--- src/assert_macros.svh ---
// Assertion macros shared by the tone burst RTL.
// Depends on nothing; bodies collapse to nothing when SYNTHESIS is defined.
`ifndef ASSERT_MACROS_SVH
`define ASSERT_MACROS_SVH
`ifndef SYNTHESIS
// expr must hold at every clock edge outside reset
`define ASSERT_ALWAYS(lbl, clk, rst, expr) \
   lbl: assert property (@(posedge clk) disable iff (rst) (expr)) \
      else $error("assertion failed");
// cons must follow whenever ante holds
`define ASSERT_IMPLIES(lbl, clk, rst, ante, cons) \
   lbl: assert property (@(posedge clk) disable iff (rst) (ante) |-> cons) \
      else $error("assertion failed");
`else
`define ASSERT_ALWAYS(lbl, clk, rst, expr)
`define ASSERT_IMPLIES(lbl, clk, rst, ante, cons)
`endif
`endif

--- src/dtb_pkg.sv ---
// Shared types, constants and the sine table of the tone burst block.
// Used by every module of the block; depends on nothing.
package dtb_pkg;

   localparam int SINE_ADDR_BITS = 8;
   localparam int COUNT_BITS     = 16;
   localparam int ROM_SIZE       = 1 << SINE_ADDR_BITS;
   localparam int QUARTER        = ROM_SIZE >> 2;
   localparam int REG_W          = 16;
   localparam int CMP_W          = ((COUNT_BITS > REG_W) ? COUNT_BITS : REG_W) + 1;
   localparam int CSR_INDEX_BITS = 3;
   localparam int CQ_DEPTH       = 2;
   localparam int CQ_PTR_BITS    = $clog2(CQ_DEPTH);
   localparam int CQ_CNT_BITS    = $clog2(CQ_DEPTH + 1);

   localparam longint unsigned HALF_PI_Q30 = 64'd1686629713;

   localparam logic [15:0]        CHAN_A_BITS = 16'h3000;
   localparam logic signed [11:0] DAC_SCALE   = 12'sd2047;
   localparam logic signed [15:0] DAC_OFFSET  = 16'sd2048;
   localparam logic signed [15:0] DAC_MAX     = 16'sd4095;

   localparam logic [CSR_INDEX_BITS-1:0] REG_ATTACK_STEP  = 3'd0;
   localparam logic [CSR_INDEX_BITS-1:0] REG_DECAY_STEP   = 3'd1;
   localparam logic [CSR_INDEX_BITS-1:0] REG_ATTACK_TICKS = 3'd2;
   localparam logic [CSR_INDEX_BITS-1:0] REG_DECAY_TICKS  = 3'd3;
   localparam logic [CSR_INDEX_BITS-1:0] REG_BURST_LENGTH = 3'd4;

   localparam logic [REG_W-1:0] RST_ATTACK_STEP  = 16'd131;
   localparam logic [REG_W-1:0] RST_DECAY_STEP   = 16'd131;
   localparam logic [REG_W-1:0] RST_ATTACK_TICKS = 16'd250;
   localparam logic [REG_W-1:0] RST_DECAY_TICKS  = 16'd250;
   localparam logic [REG_W-1:0] RST_BURST_LENGTH = 16'd6500;

   localparam logic [1:0] VOICE_SWOOP = 2'd1;
   localparam logic [1:0] VOICE_CHIRP = 2'd2;

   // one sample command from the front to the back
   typedef struct packed {
      logic [SINE_ADDR_BITS-1:0] addr;
      logic [15:0]               amp;
      logic                      voiced;
      logic [15:0]               next_index;
      logic                      done;
   } cmd_type;

   typedef struct packed {
      logic full;
      logic empty;
   } cq_status_type;

   typedef logic signed [15:0] sine_rom_type [ROM_SIZE];

   // round(32767 * sin(k * pi / (2 * QUARTER))) by a Taylor series in Q30
   function automatic logic signed [15:0] quarter_sine(input int unsigned k);
      longint unsigned x;
      longint unsigned x2;
      longint unsigned term;
      longint unsigned v;
      longint          sum;
      begin
         x    = (64'(k) * HALF_PI_Q30) >> (SINE_ADDR_BITS - 2);
         x2   = (x * x) >> 30;
         term = x;
         sum  = longint'(x);
         for (int unsigned n = 1; n <= 9; n++) begin
            term = ((term * x2) >> 30) / 64'((2 * n) * (2 * n + 1));
            if (n[0]) sum = sum - longint'(term);
            else      sum = sum + longint'(term);
         end
         if (sum < 0) sum = 0;
         v = (64'(sum) * 64'd32767 + (64'd1 << 29)) >> 30;
         if (v > 64'd32767) v = 64'd32767;
         return 16'(v);
      end
   endfunction

   function automatic sine_rom_type build_sine();
      sine_rom_type     rom;
      int unsigned      quad;
      int unsigned      r;
      logic signed [15:0] m;
      begin
         for (int unsigned i = 0; i < ROM_SIZE; i++) begin
            quad = i / QUARTER;
            r    = i % QUARTER;
            m    = quad[0] ? quarter_sine(QUARTER - r) : quarter_sine(r);
            rom[i] = quad[1] ? -m : m;
         end
         return rom;
      end
   endfunction

   localparam sine_rom_type SINE_ROM = build_sine();

endpackage

--- src/dtb_front.sv ---
// Front end: control registers, burst state, phase accumulator and envelope.
// Classifies each transaction and hands sample commands to the queue; uses dtb_pkg.
module dtb_front import dtb_pkg::*; (
   input  logic                      clock,
   input  logic                      reset,
   input  logic                      req_push,
   input  logic                      req_start_req,
   input  logic [1:0]                req_voice,
   input  logic [31:0]               req_phase_step,
   input  logic                      csr_write_en,
   input  logic [CSR_INDEX_BITS-1:0] csr_index,
   input  logic [REG_W-1:0]          csr_wdata,
   input  cq_status_type             q_status,
   output logic                      req_full,
   output logic                      cmd_push,
   output cmd_type                   cmd
);

   logic [REG_W-1:0] attack_step_ff, attack_step_in;
   logic [REG_W-1:0] decay_step_ff, decay_step_in;
   logic [REG_W-1:0] attack_ticks_ff, attack_ticks_in;
   logic [REG_W-1:0] decay_ticks_ff, decay_ticks_in;
   logic [REG_W-1:0] burst_length_ff, burst_length_in;

   logic [31:0]           phase_ff, phase_in;
   logic [31:0]           held_ff, held_in;
   logic [15:0]           amp_ff, amp_in;
   logic [COUNT_BITS-1:0] count_ff, count_in;
   logic                  active_ff, active_in;

   logic                  accept;
   logic                  voiced;
   logic [31:0]           step_use;
   logic [16:0]           amp_up;
   logic [CMP_W-1:0]      decay_sum;
   logic [COUNT_BITS-1:0] count_inc;
   logic                  done;

   assign req_full = q_status.full;
   assign accept   = req_push && !q_status.full;
   assign voiced   = (req_voice == VOICE_SWOOP) || (req_voice == VOICE_CHIRP);
   assign step_use = voiced ? req_phase_step : held_ff;
   assign amp_up   = {1'b0, amp_ff} + {1'b0, attack_step_ff};
   assign decay_sum = CMP_W'(count_ff) + CMP_W'(decay_ticks_ff);
   assign count_inc = count_ff + 1'b1;
   assign done      = (CMP_W'(count_inc) == CMP_W'(burst_length_ff));
   assign cmd_push  = accept && (active_ff || req_start_req);

   always_comb begin
      attack_step_in  = attack_step_ff;
      decay_step_in   = decay_step_ff;
      attack_ticks_in = attack_ticks_ff;
      decay_ticks_in  = decay_ticks_ff;
      burst_length_in = burst_length_ff;
      if (csr_write_en) begin
         unique case (csr_index)
            REG_ATTACK_STEP:  attack_step_in  = csr_wdata;
            REG_DECAY_STEP:   decay_step_in   = csr_wdata;
            REG_ATTACK_TICKS: attack_ticks_in = csr_wdata;
            REG_DECAY_TICKS:  decay_ticks_in  = csr_wdata;
            REG_BURST_LENGTH: burst_length_in = csr_wdata;
            default: ;
         endcase
      end
   end

   always_comb begin
      phase_in  = phase_ff;
      held_in   = held_ff;
      amp_in    = amp_ff;
      count_in  = count_ff;
      active_in = active_ff;
      if (cmd_push) begin
         active_in = 1'b1;
         held_in   = step_use;
         phase_in  = phase_ff + step_use;
         priority if (CMP_W'(count_ff) < CMP_W'(attack_ticks_ff)) begin
            amp_in = amp_up[16] ? 16'hffff : amp_up[15:0];
         end else if (decay_sum > CMP_W'(burst_length_ff)) begin
            amp_in = (amp_ff > decay_step_ff) ? amp_ff - decay_step_ff : '0;
         end else begin
            amp_in = amp_ff;
         end
         count_in = count_inc;
         if (done) begin
            count_in  = '0;
            amp_in    = '0;
            active_in = 1'b0;
         end
      end
   end

   // the multiply uses the amplitude from before this tick's envelope update
   always_comb begin
      cmd.addr       = phase_in[31 -: SINE_ADDR_BITS];
      cmd.amp        = amp_ff;
      cmd.voiced     = voiced;
      cmd.next_index = 16'(count_in);
      cmd.done       = done;
   end

   always_ff @(posedge clock) begin
      if (reset) begin
         attack_step_ff  <= RST_ATTACK_STEP;
         decay_step_ff   <= RST_DECAY_STEP;
         attack_ticks_ff <= RST_ATTACK_TICKS;
         decay_ticks_ff  <= RST_DECAY_TICKS;
         burst_length_ff <= RST_BURST_LENGTH;
         phase_ff        <= '0;
         held_ff         <= '0;
         amp_ff          <= '0;
         count_ff        <= '0;
         active_ff       <= 1'b0;
      end else begin
         attack_step_ff  <= attack_step_in;
         decay_step_ff   <= decay_step_in;
         attack_ticks_ff <= attack_ticks_in;
         decay_ticks_ff  <= decay_ticks_in;
         burst_length_ff <= burst_length_in;
         phase_ff        <= phase_in;
         held_ff         <= held_in;
         amp_ff          <= amp_in;
         count_ff        <= count_in;
         active_ff       <= active_in;
      end
   end

endmodule

--- src/dtb_cmd_queue.sv ---
// Short command queue between the front end and the sample back end.
// Holds CQ_DEPTH commands in registers; uses dtb_pkg.
module dtb_cmd_queue import dtb_pkg::*; (
   input  logic          clock,
   input  logic          reset,
   input  logic          push,
   input  cmd_type       push_cmd,
   input  logic          pop,
   output cmd_type       head,
   output cq_status_type status
);

   cmd_type                entry_ff [CQ_DEPTH];
   logic [CQ_PTR_BITS-1:0] wr_ptr_ff, wr_ptr_in;
   logic [CQ_PTR_BITS-1:0] rd_ptr_ff, rd_ptr_in;
   logic [CQ_CNT_BITS-1:0] count_ff, count_in;
   logic                   do_push;
   logic                   do_pop;

   assign status.full  = (count_ff == CQ_CNT_BITS'(CQ_DEPTH));
   assign status.empty = (count_ff == '0);
   assign do_push      = push && !status.full;
   assign do_pop       = pop && !status.empty;
   assign head         = entry_ff[rd_ptr_ff];

   always_comb begin
      wr_ptr_in = wr_ptr_ff;
      rd_ptr_in = rd_ptr_ff;
      if (do_push) begin
         wr_ptr_in = (wr_ptr_ff == CQ_PTR_BITS'(CQ_DEPTH - 1)) ? '0 : wr_ptr_ff + 1'b1;
      end
      if (do_pop) begin
         rd_ptr_in = (rd_ptr_ff == CQ_PTR_BITS'(CQ_DEPTH - 1)) ? '0 : rd_ptr_ff + 1'b1;
      end
      unique case ({do_push, do_pop})
         2'b10:   count_in = count_ff + 1'b1;
         2'b01:   count_in = count_ff - 1'b1;
         default: count_in = count_ff;
      endcase
   end

   always_ff @(posedge clock) begin
      if (reset) begin
         wr_ptr_ff <= '0;
         rd_ptr_ff <= '0;
         count_ff  <= '0;
      end else begin
         wr_ptr_ff <= wr_ptr_in;
         rd_ptr_ff <= rd_ptr_in;
         count_ff  <= count_in;
      end
      if (do_push) begin
         entry_ff[wr_ptr_ff] <= push_cmd;
      end
   end

endmodule

--- src/dtb_back.sv ---
// Back end: sine lookup, amplitude scaling, DAC code mapping and result register.
// Takes commands from dtb_cmd_queue; uses dtb_pkg.
module dtb_back import dtb_pkg::*; (
   input  logic          clock,
   input  logic          reset,
   input  cq_status_type q_status,
   input  cmd_type       head,
   output logic          q_pop,
   input  logic          rsp_pop,
   output logic          rsp_empty,
   output logic [15:0]   rsp_dac_word,
   output logic [15:0]   rsp_next_index,
   output logic          rsp_burst_done
);

   typedef enum logic [1:0] {
      B_IDLE,
      B_MUL,
      B_SCALE
   } state_type;

   state_type                 state_ff, state_in;
   logic signed [15:0]        sine_ff, sine_in;
   logic [15:0]               amp_ff, amp_in;
   logic                      voiced_ff, voiced_in;
   logic [15:0]               index_ff, index_in;
   logic                      done_ff, done_in;
   logic signed [17:0]        s_ff, s_in;
   logic                      valid_ff, valid_in;
   logic [15:0]               dac_ff, dac_in;
   logic [15:0]               rsp_index_ff, rsp_index_in;
   logic                      rsp_done_ff, rsp_done_in;

   logic signed [32:0]        prod1;
   logic signed [29:0]        prod2;
   logic signed [15:0]        code_wide;
   logic [11:0]               code;
   logic                      slot_free;

   assign prod1     = $signed({1'b0, amp_ff}) * sine_ff;
   assign prod2     = s_ff * DAC_SCALE;
   assign code_wide = $signed({prod2[29], prod2[29:15]}) + DAC_OFFSET;
   assign slot_free = !valid_ff || rsp_pop;

   always_comb begin
      priority if (code_wide < 16'sd0) code = '0;
      else if (code_wide > DAC_MAX)     code = 12'hfff;
      else                              code = code_wide[11:0];
   end

   always_comb begin
      state_in     = state_ff;
      sine_in      = sine_ff;
      amp_in       = amp_ff;
      voiced_in    = voiced_ff;
      index_in     = index_ff;
      done_in      = done_ff;
      s_in         = s_ff;
      valid_in     = valid_ff && !rsp_pop;
      dac_in       = dac_ff;
      rsp_index_in = rsp_index_ff;
      rsp_done_in  = rsp_done_ff;
      q_pop        = 1'b0;
      unique case (state_ff)
         B_IDLE: begin
            if (!q_status.empty) begin
               q_pop     = 1'b1;
               sine_in   = SINE_ROM[head.addr];
               amp_in    = head.amp;
               voiced_in = head.voiced;
               index_in  = head.next_index;
               done_in   = head.done;
               state_in  = B_MUL;
            end
         end
         B_MUL: begin
            // floor of amplitude times sine over 2^15; silence unvoiced ticks
            s_in     = voiced_ff ? prod1[32:15] : '0;
            state_in = B_SCALE;
         end
         B_SCALE: begin
            // hold here until the result register is free
            if (slot_free) begin
               valid_in     = 1'b1;
               dac_in       = CHAN_A_BITS | {4'b0000, code};
               rsp_index_in = index_ff;
               rsp_done_in  = done_ff;
               state_in     = B_IDLE;
            end
         end
         default: state_in = B_IDLE;
      endcase
   end

   always_ff @(posedge clock) begin
      if (reset) begin
         state_ff <= B_IDLE;
         valid_ff <= 1'b0;
      end else begin
         state_ff <= state_in;
         valid_ff <= valid_in;
      end
      sine_ff      <= sine_in;
      amp_ff       <= amp_in;
      voiced_ff    <= voiced_in;
      index_ff     <= index_in;
      done_ff      <= done_in;
      s_ff         <= s_in;
      dac_ff       <= dac_in;
      rsp_index_ff <= rsp_index_in;
      rsp_done_ff  <= rsp_done_in;
   end

   assign rsp_empty      = !valid_ff;
   assign rsp_dac_word   = dac_ff;
   assign rsp_next_index = rsp_index_ff;
   assign rsp_burst_done = rsp_done_ff;

endmodule

--- src/dds_tone_burst_with_envelope.sv ---
// Top level of the tone burst synthesiser with attack/decay envelope.
// Instantiates dtb_front, dtb_cmd_queue and dtb_back; uses dtb_pkg and assert_macros.svh.
//
// Usage: each transaction on the req_ queue is one audio sample tick carrying
// start_req, voice and the phase step for the tick index last reported in
// rsp_next_index. An idle tick (no burst, no start) is taken and gives no
// result. Every burst tick gives one result on the rsp_ queue: the channel-A
// DAC word, the next tick index and a flag on the last sample of the burst.
// Ticks enter the two-entry command queue at one per cycle while it is not full; the
// back end runs each command through lookup, scale and DAC-mapping steps with two
// dependent multipliers and takes the next command only after registering its result.
// The five csr_ registers are written by index with no wait; the user must write them
// only while idle, as the block itself does not enforce this rule.
// Reset (synchronous) restores register defaults and clears phase, envelope,
// tick count and both queues. When rsp_pop stays low the finished result is
// held, the back end waits, and req_full rises once the command queue fills.
`include "assert_macros.svh"

module dds_tone_burst_with_envelope import dtb_pkg::*; (
   input  logic                      clock,
   input  logic                      reset,
   input  logic                      req_push,
   output logic                      req_full,
   input  logic                      req_start_req,
   input  logic [1:0]                req_voice,
   input  logic [31:0]               req_phase_step,
   output logic                      rsp_empty,
   input  logic                      rsp_pop,
   output logic [15:0]               rsp_dac_word,
   output logic [15:0]               rsp_next_index,
   output logic                      rsp_burst_done,
   input  logic                      csr_write_en,
   input  logic [CSR_INDEX_BITS-1:0] csr_index,
   input  logic [REG_W-1:0]          csr_wdata
);

   cq_status_type q_status;
   cmd_type       push_cmd;
   cmd_type       head;
   logic          cmd_push;
   logic          q_pop;

   dtb_front u_front (
      .clock          (clock),
      .reset          (reset),
      .req_push       (req_push),
      .req_start_req  (req_start_req),
      .req_voice      (req_voice),
      .req_phase_step (req_phase_step),
      .csr_write_en   (csr_write_en),
      .csr_index      (csr_index),
      .csr_wdata      (csr_wdata),
      .q_status       (q_status),
      .req_full       (req_full),
      .cmd_push       (cmd_push),
      .cmd            (push_cmd)
   );

   dtb_cmd_queue u_queue (
      .clock    (clock),
      .reset    (reset),
      .push     (cmd_push),
      .push_cmd (push_cmd),
      .pop      (q_pop),
      .head     (head),
      .status   (q_status)
   );

   dtb_back u_back (
      .clock          (clock),
      .reset          (reset),
      .q_status       (q_status),
      .head           (head),
      .q_pop          (q_pop),
      .rsp_pop        (rsp_pop),
      .rsp_empty      (rsp_empty),
      .rsp_dac_word   (rsp_dac_word),
      .rsp_next_index (rsp_next_index),
      .rsp_burst_done (rsp_burst_done)
   );

   `ASSERT_ALWAYS(a_queue_status, clock, reset, !(q_status.full && q_status.empty))
   `ASSERT_IMPLIES(a_queue_fill, clock, reset, cmd_push && q_status.empty, ##1 !q_status.empty)
   `ASSERT_IMPLIES(a_done_index, clock, reset, !rsp_empty && rsp_burst_done, (rsp_next_index == '0))
   `ASSERT_IMPLIES(a_chan_bits, clock, reset, !rsp_empty, (rsp_dac_word[15:12] == CHAN_A_BITS[15:12]))

endmodule
--- config.mk ---
export PLATFORM = sky130hd
export DESIGN_NAME = dds_tone_burst_with_envelope
export DESIGN_NICKNAME = d
export VERILOG_FILES = /design/src/dtb_pkg.sv /design/src/dtb_front.sv /design/src/dtb_cmd_queue.sv /design/src/dtb_back.sv /design/src/dds_tone_burst_with_envelope.sv
export VERILOG_INCLUDE_DIRS = /design/src /design/src/src
export SDC_FILE = /design/constraint.sdc
export NUM_CORES = 2
export LEC_CHECK = 0
export BUFFER_PORTS_ARGS = -buffer_cell sky130_fd_sc_hd__buf_2
export CAP_MARGIN = 20
export CORE_MARGIN = 3
export CORE_UTILIZATION = 56
export DETAILED_ROUTE_END_ITERATION = 12
export PLACE_DENSITY = 0.73
export SLEW_MARGIN = 40
export SYNTH_ARGS = -nofsm -noshare
export SYNTH_HDL_FRONTEND = slang
export SYNTH_SLANG_ARGS = --single-unit
export TNS_END_PERCENT = 1
--- constraint.sdc ---
create_clock -name clock -period 7.57 [get_ports clock]
set_input_delay 0.3785 -clock clock [delete_from_list [all_inputs] [get_ports clock]]
set_output_delay 0.3785 -clock clock [all_outputs]
set_load 0.1 [all_outputs]
# --- Yosys cells after proc, flatten, opt, wreduce, memory -nomap -nowiden ---
# Memories as Yosys holds them, arrays and structs flattened. A register that Yosys moved wholly into a read port is not among the register bits.
# Cells that the tools add are included.
totals:
  reg_bits: 265
  mem_bits_rw: 84
  romBits: 4096
  inputBits: 59
  output_inout_bits: 35
  elab_cells: 110
  memories: 2
mem_list:
  columns: ["name", "words", "word_bits", "rd", "rd_ports_with_merged_regs", "wr", "line", "text"]
  rows:
  - ["(name not given)", 256, 16, 1, 1, 0, "dtb_back.sv:68", "sine_in = SINE_ROM[head.addr];"]
  - ["u_queue.entry_ff", 2, 42, 1, 1, 1, "dtb_cmd_queue.sv:13", "cmd_type entry_ff [CQ_DEPTH];"]
classes:
  addsub: 10
  n_mul: 2
  n_lt_le_gt_ge: 5
  eq_ne: 14
  mux: 25
  bitwise_logic: 2
  reduce_logical: 26
op_table:
  columns: ["op", "count"]
  rows:
  - ["16-bit 2-to-1 mux", 7]
  - ["32-bit 2-to-1 mux", 2]
  - ["16-bit by 16-bit adder with 17-bit output", 2]
  - ["17-bit by 16-bit multiplier with 33-bit output", 1]
  - ["32-bit adder", 1]
  - ["18-bit by 12-bit multiplier with 30-bit output (second input constant)", 1]
  - ["2-bit AND reduction", 9]
  - ["17-bit by 16-bit > comparator with 1-bit output", 1]
  - ["15-bit by 13-bit adder with 16-bit output (second input constant)", 1]
  - ["16-bit by 1-bit adder with 16-bit output (second input constant)", 1]
  - ["16-bit == test", 1]
  - ["16-bit by 13-bit > comparator with 1-bit output (second input constant)", 1]
  - ["16-bit > comparator", 1]
  - ["16-bit by 1-bit < comparator with 1-bit output (second input constant)", 1]
  - ["16-bit < comparator", 1]
  - ["16-bit subtractor", 1]
  - ["12-bit 2-to-1 mux", 1]
  - ["1-bit 2-to-1 mux", 11]
  - ["8-bit inverter with 9-bit output", 1]
  - ["2-bit == test (second input constant)", 4]
  - ["2-bit by 1-bit == test with 1-bit output (second input constant)", 3]
  - ["3-bit by 2-bit == test with 1-bit output (second input constant)", 2]
  - ["2-bit case mux with 3 select lines", 1]
  - ["1-bit logical AND", 5]
  - ["other kinds (16)", 24]

# --- Depth between registers and ports, before layout ---
depth:
  word_depth: 7
  mapped_depth: 26
  mapped_depth_nobuf: 26

# --- By module ---
# A second synthesis with hierarchy kept.
unflattened:
  hier_cells: 4214
  area_unflattened_um2: 36651.4
modules_own_cells:
  columns: ["mod", "instances", "cells_each", "area_per_inst_um2", "seq_area_each_um2"]
  rows:
  - ["dtb_back", 1, 2436, 21017.7, 2972.9]
  - ["dtb_front", 1, 1621, 12390.6, 3543.4]
  - ["dtb_cmd_queue", 1, 157, 3243.1, 2622.5]

# --- Least setup slack after synthesis ---
# No wires, ideal clock.
synth_path:
  kind: "reg2reg"
  start: "register u_back.s_ff[17]"
  end: "register u_back.dac_ff[0], in the netlist u_back.rsp_dac_word[0], data pin"
  setup_time_ns: 0.264
  arrival_time_ns: 6.501
  required_ns: 7.306
  path_slack_ns: 0.805
  path_stages_with_launch: 24
  path_buffers: 3
  period_less_slack_ns: 6.765
  path_cell_list: "edfxtp_1 clkbuf_1 buf_1 xnor2_1 fa_1 fa_1 fa_1 inv_1 fa_1 inv_1 ha_1 and4_1 a221o_1 a21oi_1 a21oi_4 o31a_1 or2_2 inv_1 ha_1 clkbuf_1 nor2_1 nand2_1 a21oi_1 a211oi_1"
synth_between:
  elab_chain_len: 4
  elab_cells_between_ends: 5
  classes_between: "add/sub (1); mul (1); order compare (2); mux (1)"
synth_rtl:
  columns: ["element", "line", "text"]
  rows:
  - ["start, declared", "dtb_back.sv:28", "logic signed [17:0] s_ff, s_in;"]
  - ["start signal, assigned", "dtb_back.sv:108", "s_ff <= s_in;"]
  - ["18-bit by 12-bit multiplier with 30-bit output *", "dtb_back.sv:41", "assign prod2 = s_ff * DAC_SCALE;"]
  - ["15-bit by 13-bit adder with 16-bit output *", "dtb_back.sv:42", "assign code_wide = $signed({prod2[29], prod2[29:15]}) + DAC_OFFSET;"]
  - ["16-bit by 13-bit > comparator with 1-bit output", "dtb_back.sv:47", "else if (code_wide > DAC_MAX) code = 12'hfff;"]
  - ["12-bit 2-to-1 mux", "dtb_back.sv:47", null]
  - ["end signal, assigned", "dtb_back.sv:109", "dac_ff <= dac_in;"]
  - ["end, declared", "dtb_back.sv:30", "logic [15:0] dac_ff, dac_in;"]
# Mark *: on every way between the ends. The rest lies on a longest branch, timed or not.
# A chain may end at the register's enable or synchronous reset.

# --- Worst setup path after layout ---
layout_path:
  start: "register u_back.amp_ff[9]"
  end: "register u_back.s_ff[16], data pin"
layout_between:
  elab_chain_len: 1
layout_rtl:
  columns: ["element", "line", "text"]
  rows:
  - ["start, declared", "dtb_back.sv:24", "logic [15:0] amp_ff, amp_in;"]
  - ["start signal, assigned", "dtb_back.sv:104", "amp_ff <= amp_in;"]
  - ["17-bit by 16-bit multiplier with 33-bit output", "dtb_back.sv:40", "assign prod1 = $signed({1'b0, amp_ff}) * sine_ff;"]
# No other way between the ends.

==> impl_metrics.yaml <==
outcome:
  outcome: "completed"
route:
  first_iter_violations: 2790
  final_antenna_net_count: 0
  vias: 29306
  via_per_inst: 5.92
  first_pass_iters: 7
  routedWlPerCell_um: 19.1
  wl_um: 94600
  drc: 0
timing:
  period_needed_ps: 7020
  finalHoldViolations: 0
  fin_crit_sh_pct: 92.7
  clock.fmax_mhz: 142
  rsz0062_at_grt: "false"
  setup_viol: 0
  drv_slew: 0
  fin_worst_skew_ps: 46.2
  finalSetupTns_ps: 0
  worst_pin_slew_ps: 829
  timing.slew.headroom_pct: 44.7
finish:
  nets: 4766
  area_growth_pct: 7.36
  layout-drive-gt1-share_pct: 7.98
logic_synthesis:
  synth_top_area_cell: "fa_1"
  synth_ff_type: "dfxtp_1"
  synth_enable_flop_cells: 181
  yosysSeqAreaShare_pct: 25.6
  yosysUniqueCellTypes: 84
  synth_top_area_share_pct: 17.2
  syn_area_per_cell_um2: 8.74
  syn_area_um2: 35800
  yosys-top-cells-area: "fa_1 17%, edfxtp_1 15%, ha_1 12%, dfxtp_1 10%, inv_1 5.5%"
  synthCells: 4091
  ys_ff_latch: 366
  async_flop_share_pct: 0
  ys_top_cells_by_count: "527 x inv_1, 504 x nand2_1, 335 x ha_1"
  yosysMostFrequentCell: "inv_1"
  yosys_warnings: 0
clock_tree:
  cts_max_level: 2
  insertion_delay_ps: 610
  cts_max_path_buffers: 3
  clockRootBuffer: "clkbuf_16"
  cts_resized: 0
  cts_tree: "done"
  cts_buffers: 42
  clk_pin_slew_ps: 60
  ctsHoldBuffers: 0
  post-cts-setup-buffers: 0
  cts_sinks: 366
placed_design:
  routabilityCongestion: 1.04
  io_buffers: 89
  dpl.hpwl_um: 70100
run:
  max_cap_violations: 0
floorplanning:
  io_pins: 94
  core_um2: 63100
  fp.dieH_um: 259
  initial_core_util_pct: 56.7
  dieWidth_um: 259
  dieArea_um2: 66900
  num_rows: 92
global_routing:
  grt_pass1_wl_um: 152000
  grt_max_degree: 103
  grt_antenna_before_repair: 4
  grtUsageTotal_pct: 28.2
  grt_pass1_vias: 28499
  grt_overflow: 0
setup_path:
  cp.arrival_ps: 7350
  crit_slowest_cell: "edfxtp_1"
  cp_max_fo: 16
  required_ps: 7900
  path_class: "register to register"
  crit_path_max_incr_delay_ps: 710
  cpMostUsedCell: "fa_1"
  critPathLaunchType: "register"
  endpoint_kind: "register"
  path_cells: "nand2_1 -> fa_1 -> inv_1 -> fa_1 -> inv_1 -> fa_1 -> fa_1 -> inv_1 -> fa_1 -> inv_1 -> fa_1 -> inv_1 -> ha_1 -> a21o_1 -> a211oi_1 -> nand3_1 -> a41oi_1 -> buf_4 -> o31ai_1 -> a221oi_2 -> o211ai_1 -> xor2_1 -> and2_1"
hold_path:
  hold_path.class: "primary input to register"
-- cell families after synthesis --
logic type,synth area share (%)
XOR/XNOR,3.43
AO/OA/AOI/OAI,15.6
AND/OR/NAND/NOR,15.9
flip-flops,25.6
buffers and inverters,7.92
multiplexers,2.71
other,0.0210
adder cells (fa/ha/maj),28.9
-- sequential cells by signal, indices dropped and copies added (netlist names), 18 cells and up, named ones only --
| register | cells |
|---|---|
| u_front.phase_ff | 32 |
| u_queue.entry_ff | 84 |
| u_front.held_ff | 32 |
| u_back.s_ff | 18 |
-- worst max-delay path, delay by kind of cell, from the launching register on --
family	cells	cell delay, ps
AND/OR/NAND/NOR	3	520
AO/OA/AOI/OAI	6	1580
adder cells (fa/ha/maj)	7	3320
flip-flops	1	710
buffers and inverters	6	420
XOR/XNOR	1	190
-- final timing paths --
path	start	to	slack, ps	depth (start not counted)
max reg2reg	u_back.amp_ff[9]$_DFFE_PP_	u_back.s_ff[16]$_SDFFCE_PN0N_	550	23
max	u_back.amp_ff[9]$_DFFE_PP_	u_back.s_ff[16]$_SDFFCE_PN0N_	550	23
min reg2reg	u_back.index_ff[11]$_DFFE_PP_	u_back.rsp_next_index[11]$_DFFE_PP_	420	0
min	req_phase_step[31]	u_front.held_ff[31]$_SDFFE_PP0P_	50	3
-- cell usage in the layout, fill, tap and decap left out, types with 15 or more instances in the layout --
| cell | count |
|---|---|
| xor2_1 | 45 |
| dfxtp_1 | 184 |
| edfxtp_1 | 181 |
| xnor2_1 | 94 |
| nor2b_1 | 38 |
| a31oi_1 | 37 |
| mux2_2 | 72 |
| and3_1 | 19 |
| nand3b_1 | 22 |
| nand3_1 | 68 |
| o21a_1 | 21 |
| inv_1 | 525 |
| nor3_1 | 76 |
| fa_1 | 307 |
| a211oi_1 | 49 |
| o211ai_1 | 15 |
| buf_2 | 88 |
| and2_1 | 121 |
| o21bai_1 | 19 |
| ha_1 | 333 |
| a21o_1 | 57 |
| nand2b_1 | 32 |
| a311oi_1 | 22 |
| o31ai_1 | 28 |
| nor2_1 | 273 |
| a21oi_1 | 304 |
| nand2_1 | 504 |
| clkbuf_16 | 42 |
| o21ai_0 | 175 |
| buf_4 | 51 |
| o221ai_1 | 21 |
| nand4_1 | 21 |
-- through the flow --
step                instance area [µm²]  util [%]  worst slack [ps]  hold WS (ps)  cells
finish                            38400      60.9               551          48.0   4947
detailed placement                37000      58.6               591           406   4867
global route                      38400      60.9               128          62.6   4945
CTS                               38400      60.9               533          32.7   4945
floorplan                         35800         -               805           400   4093
global placement                  36900      58.6               721           401   4867
-- area by class of cell --
class                      instances  area [µm²]
inverter                         529        1990
clock buffer                      55        1170
multi-input combinational       2984       23900
fill                            5575       24700
tap                              846        1060
antenna                            2        5.00
sequential                       366        9140
clock inverter                    23         267
timing repair buffer             142         857
-- layer usage --
layer  GRT usage, %  vias up  part of all wire (%)
met1           37.5    14064                    42
met5              0        -                     0
met2           46.0     1170                    47
met3           4.79      276                   7.4
met4           10.9        0                   3.9
li1               -    13796                     -
Power is not shown: default switching activity piles up to over one toggle a cycle in this logic, so the estimate is an artifact.
